## src/sv/ptt_pkg.sv

```systemverilog
`default_nettype none
// ----------------------------------------------------------------------------
// ptt_pkg
// Shared constants and controller/datapath interface types for the periodic
// timer table.
// ----------------------------------------------------------------------------
package ptt_pkg;

   localparam int NUM_TIMERS = 64;
   localparam int MAX_FIRE   = 64;
   localparam int IDXW       = $clog2(NUM_TIMERS);
   localparam int FCW        = $clog2(MAX_FIRE + 1);
   localparam int ID_LIMIT   = (NUM_TIMERS < 64) ? NUM_TIMERS : 64;

   localparam logic [1:0] MODE_SET   = 2'd0;
   localparam logic [1:0] MODE_KILL  = 2'd1;
   localparam logic [1:0] MODE_CHECK = 2'd2;

   typedef struct packed {
      logic load;       // capture request
      logic apply;      // set / kill / time update
      logic scan_clr;   // start a table scan
      logic fire;       // re-arm or disarm earliest timer
      logic emit;       // load response register
      logic emit_fire;
      logic emit_last;
      logic emit_more;
   } ptt_cmd_type;

   typedef struct packed {
      logic is_check;
      logic scan_done;
      logic due;
      logic out_free;
   } ptt_stat_type;

endpackage
`default_nettype wire

```

## src/sv/ptt_ctrl.sv

```systemverilog
`default_nettype none
// ----------------------------------------------------------------------------
// ptt_ctrl
// Sequencer: apply request, scan table, emit responses, fire due timers.
// ----------------------------------------------------------------------------
module ptt_ctrl
   import ptt_pkg::*;
(
   input  wire logic         clock,
   input  wire logic         reset,
   input  wire logic         req_valid,
   output logic              req_stall,
   input  wire ptt_stat_type stat,
   output ptt_cmd_type       cmd
);

   localparam logic [2:0] ST_IDLE   = 3'd0;
   localparam logic [2:0] ST_APPLY  = 3'd1;
   localparam logic [2:0] ST_START  = 3'd2;
   localparam logic [2:0] ST_SCAN   = 3'd3;
   localparam logic [2:0] ST_DECIDE = 3'd4;
   localparam logic [2:0] ST_FIRE   = 3'd5;

   logic [2:0]     state_ff, state_in;
   logic [FCW-1:0] fcnt_ff, fcnt_in;
   logic           pend_ff, pend_in;

   logic cap_left;
   logic skip_emit;
   logic proceed;

   assign req_stall = (state_ff != ST_IDLE);
   assign cap_left  = (fcnt_ff < FCW'(MAX_FIRE));
   assign skip_emit = stat.is_check && !pend_ff && stat.due;
   assign proceed   = stat.out_free || skip_emit;

   always_comb begin
      state_in = state_ff;
      fcnt_in  = fcnt_ff;
      pend_in  = pend_ff;
      cmd      = '0;
      case (state_ff)
         ST_IDLE: begin
            if (req_valid) begin
               cmd.load = 1'b1;
               state_in = ST_APPLY;
            end
         end
         ST_APPLY: begin
            cmd.apply = 1'b1;
            fcnt_in   = '0;
            pend_in   = 1'b0;
            state_in  = ST_START;
         end
         ST_START: begin
            cmd.scan_clr = 1'b1;
            state_in     = ST_SCAN;
         end
         ST_SCAN: begin
            if (stat.scan_done) begin
               state_in = ST_DECIDE;
            end
         end
         ST_DECIDE: begin
            if (proceed) begin
               cmd.emit = !skip_emit;
               if (stat.is_check && pend_ff) begin
                  cmd.emit_fire = 1'b1;
                  cmd.emit_last = !(stat.due && cap_left);
                  cmd.emit_more = stat.due && !cap_left;
               end else begin
                  cmd.emit_last = 1'b1;
               end
               if (stat.is_check && stat.due && cap_left) begin
                  state_in = ST_FIRE;
               end else begin
                  state_in = ST_IDLE;
               end
            end
         end
         ST_FIRE: begin
            cmd.fire = 1'b1;
            fcnt_in  = fcnt_ff + FCW'(1);
            pend_in  = 1'b1;
            state_in = ST_START;
         end
         default: begin
            state_in = ST_IDLE;
         end
      endcase
   end

   always_ff @(posedge clock) begin
      if (reset) begin
         state_ff <= ST_IDLE;
         fcnt_ff  <= '0;
         pend_ff  <= 1'b0;
      end else begin
         state_ff <= state_in;
         fcnt_ff  <= fcnt_in;
         pend_ff  <= pend_in;
      end
   end

endmodule
`default_nettype wire

```

## config.mk

```make
export PLATFORM = sky130hd
export DESIGN_NAME = ptt_ctrl
export DESIGN_NICKNAME = d
export VERILOG_FILES = /design/src/sv/ptt_pkg.sv /design/src/sv/ptt_ctrl.sv
export SDC_FILE = /design/constraint.sdc
export NUM_CORES = 1
export LEC_CHECK = 0
export ABC_CLOCK_PERIOD_IN_PS = 1400
export BUFFER_PORTS_ARGS = -buffer_cell sky130_fd_sc_hd__buf_2
export CAP_MARGIN = 10
export CORE_MARGIN = 3
export CORE_UTILIZATION = 33
export CTS_CLUSTER_DIAMETER = 200
export DETAILED_ROUTE_END_ITERATION = 7
export SLEW_MARGIN = 30
export SYNTH_ARGS = -nofsm -noshare
export SYNTH_HDL_FRONTEND = slang
export SYNTH_SLANG_ARGS = --single-unit
```

## constraint.sdc

```tcl
create_clock -name clock -period 1.4 [get_ports clock]
set_clock_uncertainty 0.15 [all_clocks]
set_input_delay 0.28 -clock clock [delete_from_list [all_inputs] [get_ports clock]]
set_output_delay 0.28 -clock clock [all_outputs]
set_load 0.005 [all_outputs]
```

==> out/summary.txt, run 1 <==
Setup crit start kind: flop
Insertion delay of the later-clocked pin in the worst-skew pair: 0.28 ns
Final worst slack: -0.323 ns
ANT nets after route: 0
Worst-path maximum fanout: 4
DRC errors left: 0
Number of H-tree levels: 1
Total CTS buffers: 3
CP Capture Type: output pin
Synthesized area per cell: 7.90 um2
FF-to-FF Start: state_ff[1]
Crit-path cells: or3_4 > nor2_4 > buf_2
N_diodes: 0
WHS Endpoint: state_ff[0]
Vias: 643
Ys async rst share: 0%
R2R depth: 4
Max Buffers Root-to-Sink: 2
Reg2reg end: state_ff[0]
Minimum hold slack: 0.0637 ns
Die X: 48.9 um
Layout Area Growth over Synthesis: 53.3%
Fill count: 155
Grt total ovfl: 0
Power per cell area: 951 nW/um2
Min-Delay Path Depth: 2
Pre-antenna DRT Iters: 4
Post-DP HPWL: 1.00 mm
Post-Syn Nets: 85
Die Ht: 48.9 um
Full die area: 2390 um2
Failing checks: negative setup slack
Vias in the first global route: 593
CTS tree: yes
Clock Pin Slew Worst Setup and Hold Paths: 0.08 ns
Initial antenna violation count: 0
Floorplan row count: 14
IO buf count: 15
Fin cells: 134
Sink Count: 11
Root Buffer: clkbuf_4
Fraction of layout cells with a size suffix above 1: 47.3%
Worst rel slew slack: 84.7%
Global-route usage over all layers: 13.5%
DRT Wirelength: 1.56 mm
Comb pwr share: 33.3%
FF+latch count, synth: 11
Worst EP required: 0.97 ns
Placed instance area: 769 um2
Adder-Cell Fraction of Synth Area: 2.06%
Main flop type after synthesis: dfxtp_1
Final Cell Area: 932 um2
Internal power: 613 uW
Post-synthesis compound-gate area fraction: 13.0%
Fraction of synthesized cell area in xor and xnor cells: 7.20%
RSZ-0062 raised after global routing: yes
Dpl cells: 123
Post-Syn Area: 608 um2
Critical path arrival: 1.29 ns
RePlAce Congestion: 0.748
Switching part of the total: 30.8%
First-pass GRT wire length: 2.49 mm
Hold_sp: reset
Total power: 886 uW
Outcome: finished with violations
Max-slew violations: 0
Final hold violations: 0
WP buf/inv: 1
Clock network fraction of total power: 26.3%
Final number of setup-violating endpoints: 10
Hold WC Path Type: input pin to flop
Iteration-0 DRC Markers: 5
Achievable Freq: 0.580 GHz
Post-synthesis mux area share: 0%
Post-Synth Simple-Gate Area: 36.4%
Number of synthesized flops with an enable pin: 0
Largest net degree at the start of global routing: 8
Sequential fraction of design power: 40.4%
Minimum clock period: 1.72 ns
CP top delay family: simple AND/OR/NAND/NOR gates
Core area: 1610 um2
Number of vias per cell: 4.80
Ys Warns: 0
I/O pin count: 16
CP max stage delay: 0.42 ns
VDD IR max: 0.000654 V
Flop2flop setup slack: -0.04 ns
Slew @ Worst Pin: 0.229 ns
Initial Utilization: 37.7%
WS Path Type: flop to output pin
Sw Pwr: 273 uW
Register area share after synthesis: 36.2%
Synth cell types: 32
Total of max-cap violations: 0
Synthesized netlist cell count: 77
Leakage: 0.408 nW
Critical path's slowest cell: or3_4
Main combinational cell family by area after synthesis: simple AND/OR/NAND/NOR gates
Final nets: 119
Fin crit share: 123%
WL/cell: 11.6 um
-- cells in the mapped netlist, drive strengths merged, types with 2 or more instances --
library cell  number  area share [%]
inv                2             1.2
o21a               2             2.5
or3                2             2.1
nand3b             2             2.5
xnor2              2             2.9
buf                3             3.9
a21oi              5             4.7
dfxtp             11              36
nor2              16             9.9
xor2               3             4.3
nand2              9             6.0
nand3              3             2.5
nor2b              2             2.1
-- layout by cell type, fill, tap and decap left out, drive strengths merged --
cell type and instances:
nor2 16, o21a 2, nand3 3, a2111o 1, nand2 9, nand3b 2
nand4 1, or3 2, a32oi 1, nor2b 2, and3 1, dfxtp 11
and2 1, buf 32, or2b 1, ha 1, a21oi 5, inv 2
nor3b 1, o22ai 1, and3b 1, and2b 1, clkbuf 4, or2 1
nor3 1, nand2b 1, xor2 3, xnor2 2, o31a 1
-- layout make-up --
class / instances / area (um2) / area share (%)
Inverter: 2 / 7.51 / 0.805
Timing Repair Buffer: 32 / 228 / 24.4
Multi-Input combinational cell: 61 / 409 / 43.9
Tap cell: 24 / 30.0 / 3.22
Clock buffer: 4 / 26.3 / 2.82
Sequential cell: 11 / 231 / 24.8
-- worst max-delay path by stage --
stage / depth (start not counted) / startpoint / to / slack, ns
3_3_place_gp: 3 / state_ff[0] / cmd[6] / -0.07
6_report: 3 / state_ff[2] / cmd[7] / -0.32
5_1_grt: 3 / state_ff[2] / cmd[7] / -0.37
2_1_floorplan: 3 / state_ff[1] / cmd[4] / 0.03
3_5_place_dp: 3 / state_ff[0] / cmd[6] / -0.05
4_1_cts: 3 / state_ff[1] / cmd[7] / -0.29
-- registers in the layout, indices dropped and copies added, names as in the netlist --
| signal | flops |
|---|---|
| fcnt_ff | 7 |
| state_ff | 3 |
| pend_ff | 1 |
-- power by group through the flow --
stage / registers, mW / clock network, mW / logic [mW]
6_report: 0.358 / 0.233 / 0.295
5_1_grt: 0.362 / 0.264 / 0.316
4_1_cts: 0.356 / 0.239 / 0.220
3_5_place_dp: 0.359 / 0 / 0.186
3_3_place_gp: 0.358 / 0 / 0.188
2_1_floorplan: 0.349 / 0 / 0.120
-- cell families after synthesis --
family / Yosys count
AO/OA/AOI/OAI: 11
AND/OR/NAND/NOR: 44
XOR/XNOR: 5
buffers and inverters: 5
adder cells (fa/ha/maj): 1
flip-flops: 11
-- metrics by stage --
step | util [%] | setup TNS [ns] | setup slack [ns]
CTS | 53.3 | -2.15 | -0.287
detailed placement | 47.7 | -0.224 | -0.0483
floorplan | - | 0 | 0.0317
global route | 57.8 | -2.96 | -0.368
global placement | 47.7 | -0.295 | -0.0680
finish | 57.8 | -2.15 | -0.323
-- timing repair --
item,4_1_cts,5_1_grt
setup buffers,3,4
pin swaps,11,7
setup endpoints to repair,16,16
resized for setup,14,11
hold buffers,0,0
-- routing by layer --
metal	GRT usage, %	share of wire (%)	wire, um	vias to the layer above
li1	-	-	-	326
met1	16.6	49	759	297
met2	20.1	45	698	18
met3	2.45	4.2	66	2
met4	11.4	2.2	35	0
met5	0	0	0	-
No activity file was read; power rests on OpenSTA's default activity.
==> inputs of run 2 (changes only) <==
- ABC_CLOCK_PERIOD_IN_PS: 1400 -> 2100
- SKIP_LAST_GASP: default -> 1
- clock period: 1.4 -> 2.1 ns (I/O delays scaled with it)
==> out/summary.txt, run 2 (synthesis results as in run 1) <==
Commonest non-fill, non-tap cell in the layout: nor2_1
Minimum clock period: 2.00 ns
Outcome: finished clean
WL/cell: 10.1 um (-13%)
Largest net degree at the start of global routing: 13 (+5)
Worst EP required: 1.53 ns (+0.56 ns)
Fraction of layout cells with a size suffix above 1: 27.7% (-20 points)
CP Capture Type: output pin
Total power: 480 uW (-46%)
Global-route usage over all layers: 10.8% (-2.7 points)
Reg2reg end: fcnt_ff[3]
RePlAce Congestion: 0.756 (+1.1%)
DRT Wirelength: 1.20 mm (-23%)
I/O pin count: 16 (unchanged)
Die X: 48.9 um (unchanged)
Power per cell area: 653 nW/um2 (-31%)
Root Buffer: clkbuf_4
First-pass GRT wire length: 2.10 mm (-16%)
Setup crit start kind: flop
Clock Pin Slew Worst Setup and Hold Paths: 0.07 ns (about the same)
Fin Setup TNS: 0 ns (+2.15 ns)
Flop2flop setup slack: 0.54 ns (+0.58 ns)
Largest reg by FF count: fcnt_ff
IO buf count: 15 (unchanged)
DRC errors left: 0 (unchanged)
Total CTS buffers: 3 (unchanged)
N_diodes: 0 (unchanged)
Largest regs: fcnt_ff x7, state_ff x3, pend_ff x1
Full die area: 2390 um2 (unchanged)
Setup bufs post-CTS: 0 (-3)
Final number of setup-violating endpoints: 0 (-10)
Final hold violations: 0 (unchanged)
WS Path Type: flop to output pin
Max Buffers Root-to-Sink: 2 (unchanged)
Commonest cells after routing, fill and taps aside: 16 x nor2_1, 15 x buf_2, 10 x dfxtp_1, 8 x nand2_1, 4 x a21oi_1
Die Ht: 48.9 um (unchanged)
Critical path's slowest cell: dfxtp_1
FF/Latch Area: 221 um2 (-4.3%)
Final nets: 103 (-13%)
CTS tree: yes
Post-DP HPWL: 907 um (-9.7%)
Layout Area Growth over Synthesis: 21.0%
Number of H-tree levels: 1 (unchanged)
Largest register FFs: 7 (unchanged)
R2R depth: 4 (unchanged)
Grt total ovfl: 0 (unchanged)
Achievable Freq: 0.499 GHz
CP top delay family: flip-flops
Fill count: 175 (+13%)
Worst-path maximum fanout: 12 (+8)
Total of max-cap violations: 0 (unchanged)
Pre-antenna DRT Iters: 4 (unchanged)
Min-Delay Path Depth: 2 (unchanged)
Hold_buf cts: 0 (unchanged)
ANT nets after route: 0 (unchanged)
RSZ-0062 raised after global routing: no
Hold WC Path Type: input pin to flop
Hold_sp: reset
Initial Utilization: 37.7% (unchanged)
Vias in the first global route: 513 (-13%)
Vias: 568 (-12%)
Area of the multi-input gates: 368 um2 (-10%)
FF-to-FF Start: state_ff[0]
CP max stage delay: 0.57 ns (+0.15 ns)
Critical path arrival: 1.43 ns (+0.14 ns)
Initial antenna violation count: 0 (unchanged)
Fin crit share: 95.4%
VDD IR max: 0.000317 V (-52%)
Slew @ Worst Pin: 0.401 ns (+0.172 ns)
Number of vias per cell: 4.81 (+0.31%)
Sink Count: 11 (unchanged)
Minimum hold slack: 0.232 ns (+0.169 ns)
Max-slew violations: 0 (unchanged)
Crit-path cells: or2b_2 > nor2_1 > buf_2
WHS Endpoint: state_ff[0]
Leakage: 0.316 nW (-23%)
Worst rel slew slack: 73.2% (-11 points)
Floorplan row count: 14 (unchanged)
WP buf/inv: 1 (unchanged)
Core area: 1610 um2 (unchanged)
Iteration-0 DRC Markers: 7 (+2)
Insertion delay of the later-clocked pin in the worst-skew pair: 0.26 ns (-0.02 ns)
[run 2: changes by cell type in the layout (fill, tap and decap cells not counted), sizes merged]
cell	before	now
buf	32	16
[run 2: cell type report]
| cell class | instances | share of cell area (%) |
|---|---|---|
| multi-input combinational | 61 | 50.0 |
| sequential | 11 | 30.1 |
| timing repair buffer | 16 | 11.2 |
| tap | 24 | 4.08 |
| clock buffer | 4 | 3.57 |
| inverter | 2 | 1.02 |
[run 2: timing repair]
item	CTS	global route
endpoints found under the setup margin	3	3
gates resized for setup	1	2
gates cloned	0	0
pin swaps	0	0
[run 2: through the flow]
stage / util, % / instances / cell area, um2 / setup slack [ns]
after floorplan: - / 77 / 608 / 0.448
after global placement: 43.2 / 114 / 697 / 0.307
after detailed placement: 43.2 / 114 / 697 / 0.244
after CTS: 45.2 / 118 / 728 / 0.0926
after global routing: 45.7 / 118 / 736 / 0.00154
final: 45.7 / 118 / 736 / 0.0960
[run 2: worst max path at each step]
stage | start | to | cells after the start
after detailed placement | state_ff[2] | cmd[3] | 5
after global placement | state_ff[2] | cmd[3] | 5
after global routing | state_ff[0] | cmd[6] | 3
after CTS | state_ff[2] | cmd[3] | 5
after floorplan | state_ff[0] | cmd[0] | 4
final | state_ff[0] | cmd[6] | 3
[run 2: power by group]
group	switching (mW)	total (mW)	internal (mW)
registers	0.0225	0.242	0.219
logic	0.0511	0.0996	0.0486
clock network	0.0656	0.139	0.0732
total	0.139	0.480	0.341
[run 2: per-layer routing]
layer,track usage (%),up-vias,share of wire [%]
met3,2.14,2,4.1
met4,4.27,0,0.75
met5,0,-,0
met1,15.2,262,52
met2,15.8,9,43
li1,-,295,-
